--- src/pslm_pkg.sv ---
// Shared types and constants of the packet sequence loss monitor.
package pslm_pkg;

  localparam logic [31:0] PROBE_MAGIC   = 32'h5a54_5550;
  localparam logic [15:0] PROBE_VERSION = 16'd1;
  localparam logic [15:0] HEADER_BYTES  = 16'd40;

  localparam int SEQ_WINDOW_DEF = 65536;
  localparam int WORD_BITS      = 64;

  localparam int DIV_W      = 64;
  localparam int DIV_BITS   = 8;
  localparam int DIV_STAGES = DIV_W / DIV_BITS;
  localparam int REM_W      = 20;
  localparam int MS_W       = 45;
  localparam logic [REM_W:0] NS_PER_MS = (REM_W + 1)'(1000000);

  typedef enum logic [2:0] {
    ST_ACCEPTED  = 3'd0,
    ST_DUPLICATE = 3'd1,
    ST_INVALID   = 3'd2,
    ST_END_MARK  = 3'd3,
    ST_BEYOND    = 3'd4
  } pslm_status_t;

  typedef struct packed {
    logic        bad_hdr;
    logic        is_end;
    logic        seq_nz;
    logic        beyond;
    logic [15:0] len;
    logic [63:0] stream;
    logic [63:0] seq;
    logic [63:0] seq_m1;
    logic [63:0] arrival;
  } pslm_item_t;

  typedef struct packed {
    pslm_item_t            item;
    logic [MS_W-1:0]       ms;
  } pslm_fitem_t;

endpackage

--- src/pslm_in_if.sv ---
// Input channel of the monitor: one received datagram header per item.
interface pslm_in_if;
  logic        valid;
  logic        ready;
  logic [15:0] datagram_length;
  logic [31:0] magic_word;
  logic [15:0] format_version;
  logic [15:0] header_flags;
  logic [63:0] stream_ident;
  logic [63:0] sequence_number;
  logic [63:0] arrival_time_ns;

  modport source (
    output valid, datagram_length, magic_word, format_version, header_flags,
           stream_ident, sequence_number, arrival_time_ns,
    input  ready
  );
  modport sink (
    input  valid, datagram_length, magic_word, format_version, header_flags,
           stream_ident, sequence_number, arrival_time_ns,
    output ready
  );
endinterface

--- src/pslm_front.sv ---
// Input decode and pipelined division of the arrival time into milliseconds.
module pslm_front import pslm_pkg::*; #(
  parameter int SEQ_WINDOW = SEQ_WINDOW_DEF
) (
  input  logic        clk,
  input  logic        rst_n,
  input  logic        hold,
  input  logic        take,
  output logic        f_valid,
  output pslm_fitem_t f_item,
  pslm_in_if.sink     in_ch
);

  typedef struct packed {
    pslm_item_t       item;
    logic [REM_W-1:0] rem;
    logic [DIV_W-1:0] quo;
  } stage_t;

  stage_t                  st_r   [DIV_STAGES];
  stage_t                  st_nxt [DIV_STAGES];
  logic [DIV_STAGES-1:0]   vld_r;
  logic                    adv;
  logic                    in_take;
  pslm_item_t              in_item;

  function automatic logic [REM_W+DIV_BITS-1:0] div_digit(
    input logic [REM_W-1:0]    rem_in,
    input logic [DIV_BITS-1:0] dig
  );
    logic [REM_W:0]    r;
    logic [DIV_BITS-1:0] q;
    r = {1'b0, rem_in};
    q = '0;
    for (int i = DIV_BITS - 1; i >= 0; i--) begin
      r = {r[REM_W-1:0], dig[i]};
      if (r >= NS_PER_MS) begin
        r    = r - NS_PER_MS;
        q[i] = 1'b1;
      end
    end
    return {r[REM_W-1:0], q};
  endfunction

  assign adv         = !vld_r[DIV_STAGES-1] || take;
  assign in_ch.ready = adv && !hold;
  assign in_take     = in_ch.valid && in_ch.ready;

  always_comb begin
    in_item.bad_hdr = (in_ch.datagram_length < HEADER_BYTES) ||
                      (in_ch.magic_word != PROBE_MAGIC) ||
                      (in_ch.format_version != PROBE_VERSION);
    in_item.is_end  = in_ch.header_flags[0];
    in_item.seq_nz  = (in_ch.sequence_number != 64'd0);
    in_item.beyond  = (in_ch.sequence_number >= 64'(SEQ_WINDOW));
    in_item.len     = in_ch.datagram_length;
    in_item.stream  = in_ch.stream_ident;
    in_item.seq     = in_ch.sequence_number;
    in_item.seq_m1  = in_ch.sequence_number - 64'd1;
    in_item.arrival = in_ch.arrival_time_ns;
  end

  always_comb begin
    logic [REM_W+DIV_BITS-1:0] dres;
    dres             = div_digit('0, in_item.arrival[DIV_W-1 -: DIV_BITS]);
    st_nxt[0].item   = in_item;
    st_nxt[0].rem    = dres[REM_W+DIV_BITS-1:DIV_BITS];
    st_nxt[0].quo    = DIV_W'(dres[DIV_BITS-1:0]);
    for (int k = 1; k < DIV_STAGES; k++) begin
      dres = div_digit(st_r[k-1].rem,
                       st_r[k-1].item.arrival[DIV_W-1-k*DIV_BITS -: DIV_BITS]);
      st_nxt[k].item = st_r[k-1].item;
      st_nxt[k].rem  = dres[REM_W+DIV_BITS-1:DIV_BITS];
      st_nxt[k].quo  = {st_r[k-1].quo[DIV_W-DIV_BITS-1:0], dres[DIV_BITS-1:0]};
    end
  end

  always_ff @(posedge clk) begin
    if (!rst_n) begin
      vld_r <= '0;
    end else if (adv) begin
      vld_r[0] <= in_take;
      for (int k = 1; k < DIV_STAGES; k++) begin
        vld_r[k] <= vld_r[k-1];
      end
    end
  end

  always_ff @(posedge clk) begin
    if (adv) begin
      st_r <= st_nxt;
    end
  end

  assign f_valid     = vld_r[DIV_STAGES-1];
  assign f_item.item = st_r[DIV_STAGES-1].item;
  assign f_item.ms   = st_r[DIV_STAGES-1].quo[MS_W-1:0];

endmodule

--- src/flat_wrapper.sv ---
// flat-port wrapper written by rule: the top's interface ports become plain ports
module pslm_front_flat import pslm_pkg::*;
#(
  parameter int SEQ_WINDOW = SEQ_WINDOW_DEF
)
  (clk, rst_n, hold, take, f_valid, f_item, in_ch_valid, in_ch_datagram_length, in_ch_magic_word, in_ch_format_version, in_ch_header_flags, in_ch_stream_ident, in_ch_sequence_number, in_ch_arrival_time_ns, in_ch_ready);
  pslm_in_if in_ch_i ();
  input  logic clk;
  input  logic rst_n;
  input  logic hold;
  input  logic take;
  output logic f_valid;
  output pslm_fitem_t f_item;
  input wire logic [$bits(in_ch_i.valid)-1:0] in_ch_valid;
  input wire logic [$bits(in_ch_i.datagram_length)-1:0] in_ch_datagram_length;
  input wire logic [$bits(in_ch_i.magic_word)-1:0] in_ch_magic_word;
  input wire logic [$bits(in_ch_i.format_version)-1:0] in_ch_format_version;
  input wire logic [$bits(in_ch_i.header_flags)-1:0] in_ch_header_flags;
  input wire logic [$bits(in_ch_i.stream_ident)-1:0] in_ch_stream_ident;
  input wire logic [$bits(in_ch_i.sequence_number)-1:0] in_ch_sequence_number;
  input wire logic [$bits(in_ch_i.arrival_time_ns)-1:0] in_ch_arrival_time_ns;
  output wire logic [$bits(in_ch_i.ready)-1:0] in_ch_ready;
  assign in_ch_i.valid = in_ch_valid;
  assign in_ch_i.datagram_length = in_ch_datagram_length;
  assign in_ch_i.magic_word = in_ch_magic_word;
  assign in_ch_i.format_version = in_ch_format_version;
  assign in_ch_i.header_flags = in_ch_header_flags;
  assign in_ch_i.stream_ident = in_ch_stream_ident;
  assign in_ch_i.sequence_number = in_ch_sequence_number;
  assign in_ch_i.arrival_time_ns = in_ch_arrival_time_ns;
  assign in_ch_ready = in_ch_i.ready;
  pslm_front #(.SEQ_WINDOW(SEQ_WINDOW)) u_core (.clk(clk), .rst_n(rst_n), .hold(hold), .take(take), .f_valid(f_valid), .f_item(f_item), .in_ch(in_ch_i));
endmodule
--- config.mk ---
export PLATFORM = sky130hd
export DESIGN_NAME = pslm_front_flat
export DESIGN_NICKNAME = d
export VERILOG_FILES = /design/src/pslm_pkg.sv /design/src/pslm_in_if.sv /design/src/pslm_front.sv /design/src/flat_wrapper.sv
export SDC_FILE = /design/constraint.sdc
export NUM_CORES = 2
export LEC_CHECK = 0
export BUFFER_PORTS_ARGS = -buffer_cell sky130_fd_sc_hd__buf_4
export CAP_MARGIN = 20
export CORE_MARGIN = 2
export CORE_UTILIZATION = 62
export CTS_BUF_LIST = sky130_fd_sc_hd__clkbuf_4
export CTS_CLUSTER_SIZE = 12
export DETAILED_ROUTE_END_ITERATION = 12
export PLACE_DENSITY = 0.77
export SYNTH_ARGS = -nofsm -noshare
export SYNTH_HDL_FRONTEND = slang
export SYNTH_SLANG_ARGS = --single-unit
export TNS_END_PERCENT = 20
--- constraint.sdc ---
create_clock -name clk -period 82 [get_ports clk]
set_input_delay 4.1 -clock clk [delete_from_list [all_inputs] [get_ports clk]]
set_output_delay 4.1 -clock clk [all_outputs]
set_load 0.02 [all_outputs]
# --- Yosys cells after proc, flatten, opt, wreduce, memory -nomap -nowiden ---
# Index checks and enable logic that the tools add are counted.
totals:
  regBits: 2494
  output_inout_bits: 323
  wordCells: 310
classes:
  n_addsub: 56
  n_lt_le_gt_ge: 58
  n_eq_ne: 2
  mux: 100
  n_reduce_logical: 8
ops:
  columns: ["cell", "n"]
  rows:
  - ["$ge 21x20->1 const B", 55]
  - ["$mux 20", 55]
  - ["$sub 20x20->20 const B", 54]
  - ["$ge 64x17->1 const B", 1]
  - ["$reduce_bool 64->1", 1]
  - ["$sub 64x1->64 const B", 1]
  - ["$mux 1", 45]
  - ["$ne 32x31->1 const B", 1]
  - ["$ge 9x20->1 const B", 1]
  - ["$sub 9x20->20 const B", 1]
  - ["$lt 16x6->1 const B", 1]
  - ["$ne 16x1->1 const B", 1]
  - ["$logic_or 1x1->1", 3]
  - ["$logic_and 1x1->1", 2]
  - ["$logic_not 1->1", 2]

# --- Logic depth before layout (Yosys ltp) ---
depth:
  depth_word: 16
  ltp_mapped: 54
  ltp_nobuf: 48

# --- Worst setup path before layout ---
# No wires, ideal clock.
synth_timing:
  kind: "input port to flip-flop"
  start: "in take"
  end: "reg u_core.st_r (netlist bit u_core.f_item[0]), enable pin"
  setup_time_ns: 18.269
  arrival_time_ns: 48.276
  t_required_ns: 63.731
  setup_slack_ns: 15.456
  cell_stages: 3
  path_buffers: 1
  path_cell_list: "nor2b_1 -> clkbuf_1 -> clkinv_1"
synth_between:
  elab_chain_cells: 1
synth_rtl:
  columns: ["item", "line", "source"]
  rows:
  - ["from (decl)", "flat_wrapper.sv:11", "input logic take;"]
  - ["$logic_or 1x1->1", "pslm_front.sv:45", "assign adv = !vld_r[DIV_STAGES-1] || take;"]
  - ["to (signal assigned)", "pslm_front.sv:91", "st_r <= st_nxt;"]
  - ["to (decl)", "pslm_front.sv:20", "stage_t st_r [DIV_STAGES];"]
# No other way between the ends.
# A chain may end at the register's enable or synchronous reset.

==> results.md <==
- Initial antenna violation count: 21
- Critical path capture point type: flop
- Number of synthesized flops with an enable pin: 2,428
- Total number of vias: 59,700
- Post-route clock period utilization: 0.189
- Remaining DRCs: 0
- Syn_nets: 7,190
- Clock Latency Late Sink: 1.30 ns
- Drt via density: 5.85
- WS Path Type: flop to flop
- Post-CTS Hold Buffers: 0
- Global-route wire length before repair: 324,000 µm
- Final Skew: 0.0946 ns
- Cells after DPL: 9,215
- CP peak stage delay: 0.81 ns
- WL final: 212,000 µm
- Min-Delay Path Class: flop to flop
- P&R area growth vs syn: 11.1%
- Core area: 165,000 µm²
- Total global-route track usage: 0.245
- Avg Inst Size Synth: 15.1 µm²
- Non-filler cells in the finished layout: 10,200
- Req. time, crit path: 83.01 ns
- Final setup fails: 0
- Slew margin rel.: 0.214
- Slew Viols, Final: 0
- CTS Buf Count: 590
- Port Buffers: 584
- Synth warnings: 0
- Synth Register Bits: 2,436
- Crit-path slowest cell: o21ai_1
- CTS Buffer Depth: 4
- Post-route ant nets: 0
- Nets: 7,946
- # clock sinks: 2,436
- Fin crit period: 15.50 ns
- Yosys cell types: 173
- Site row count: 149
- Largest net degree at the start of global routing: 215
- Root buffer cell: clkbuf_4
- RD Place Congestion: 0.892
- RSZ-0062 raised after global routing: no
- Post-synth ARST share: 0
- Ports: 600
- Worst EP arrival: 16.51 ns
- H-tree levels: 6
- Max cap viols: 0
- Reg clk slew, reported paths: 0.07 ns
- Pre-Repair DR Iteration Count: 7
- Setup TNS: 0 ns
- Die Width: 412 µm
- CTS tree: yes
- Initial Util: 0.625
- Final hold viol count: 0
- Layout cell share with drive strength beyond 1: 0.236
- GRT overflow: 0
- CP startpoint kind: flop
- Outcome: complete, no violations
- Final HPWL DP: 143,000 µm
- Initial drt markers: 5,221
- Post_cts resized: 0
- Setup bufs post-CTS: 0
- Full die area: 170,000 µm²
- Post-synthesis sequential area ratio: 0.707
- Vias in the first global route: 58,700
- Fmax: 64.5 MHz
- Ys flop type: edfxtp_1
- Worst Tran Pin Value: 1.18 ns
- Final core utilization: 0.695
- Crit-path max FO: 19
- Die H: 412 µm
- Routed len/inst: 20.8 µm
- Cell count after synthesis: 6,863
- Synth Cell Area: 103,000 µm²
-- cell usage in the layout, fill, tap and decap left out, types with 43 or more instances in the layout --
cell type	n
o21ai_0	193
a211oi_1	65
nor2_1	360
or3_1	53
o21a_1	43
a21o_1	51
nor3_1	157
a31oi_1	62
xor2_1	155
clkbuf_4	826
edfxtp_1	2428
nand2_1	381
ha_1	50
xnor2_1	307
mux2i_1	89
mux2_2	56
nand4_1	56
buf_4	619
a21oi_1	235
o211ai_1	98
nand2b_1	45
inv_1	143
nor4_1	66
and2_1	56
nand3_1	186
and3_1	68
or2_2	45
clkinv_1	104
-- final cells by class --
cell class | count | area [µm²]
fillers | 10800 | 50500
well taps | 2189 | 2740
inverters | 165 | 644
clock buffers | 826 | 6200
repair buffers | 625 | 4750
clock inverters | 149 | 1070
flip-flops and latches | 2436 | 73100
multi-input cells | 3801 | 26400
diodes | 11 | 27.5
-- routing by layer --
| metal | vias to the layer above | share of wire | track usage |
|---|---|---|---|
| met5 | - | 0.00058 | 0 |
| met3 | 380 | 0.059 | 0.0586 |
| met4 | 18 | 0.031 | 0.101 |
| met2 | 1826 | 0.50 | 0.404 |
| met1 | 29100 | 0.41 | 0.315 |
| li1 | 28400 | - | - |
-- state kept, by name, summed over array words and instances, names as in the netlist --
| name | flops |
|---|---|
| u_core.vld_r | 8 |
| u_core.st_nxt | 2007 |
| u_core.f_item | 321 |
| u_core.st_r | 100 |
-- worst max-delay path: cells and delay by family, from the launching register on --
kind,cells,cell delay (ns)
AND/OR/NAND/NOR,11,3.74
buffers and inverters,2,0.15
adder cells (fa/ha/maj),4,1.12
XOR/XNOR,5,1.28
AO/OA/AOI/OAI,23,8.34
flip-flops,1,0.55
-- per-stage QoR --
stage	setup WS (ns)	hold WS (ns)	instance area, µm²
2_1_floorplan	15.46	0.400	103000
3_3_place_gp	67.04	0.400	108000
3_5_place_dp	66.71	0.405	108000
4_1_cts	66.73	0.347	115000
5_1_grt	65.29	0.316	115000
6_report	66.50	0.357	115000
-- kinds of logic (layout without fill, tap and decap cells) --
family	after synthesis	in the layout	share of synthesized area
fa+ha+maj	50	50	0.00605
compound gates	1431	1431	0.107
mux	153	153	0.0159
flops	2436	2436	0.707
simple gates	1698	1698	0.0859
xor+xnor	469	469	0.0403
other cells	0	11	0
buf+inv	626	1765	0.0383
-- path summary, 6_finish.rpt --
| path | from | to | slack, ns | depth (start not counted) |
|---|---|---|---|---|
| max | u_core.st_r[1509] | u_core.st_r[1162] | 66.50 | 45 |
| min | u_core.st_nxt[1265] | u_core.st_nxt[905] | 0.36 | 0 |
| max reg2reg | u_core.st_r[1509] | u_core.st_r[1162] | 66.50 | 45 |
| min reg2reg | u_core.st_nxt[1265] | u_core.st_nxt[905] | 0.36 | 0 |
-- synthesized netlist by cell type (50+ instances only) --
| cell type | n | area [µm²] |
|---|---|---|
| mux2i_1 | 89 | 891 |
| a211oi_1 | 65 | 488 |
| o21ai_0 | 193 | 966 |
| ha_1 | 50 | 626 |
| and2_1 | 56 | 350 |
| nor2_1 | 360 | 1350 |
| buf_4 | 335 | 2510 |
| nand4_1 | 56 | 350 |
| a21oi_1 | 235 | 1180 |
| clkbuf_1 | 52 | 195 |
| nand3_1 | 186 | 931 |
| inv_1 | 143 | 537 |
| and3_1 | 68 | 425 |
| o211ai_1 | 98 | 736 |
| nor4_1 | 68 | 425 |
| a21o_1 | 51 | 383 |
| edfxtp_1 | 2428 | 72900 |
| nor3_1 | 157 | 786 |
| xnor2_1 | 307 | 2690 |
| mux2_2 | 56 | 631 |
| or3_1 | 53 | 332 |
| a31oi_1 | 62 | 388 |
| nand2_1 | 381 | 1430 |
| xor2_1 | 155 | 1360 |
Power is not shown: default switching activity piles up to over one toggle a cycle in this logic, so the estimate is an artifact.
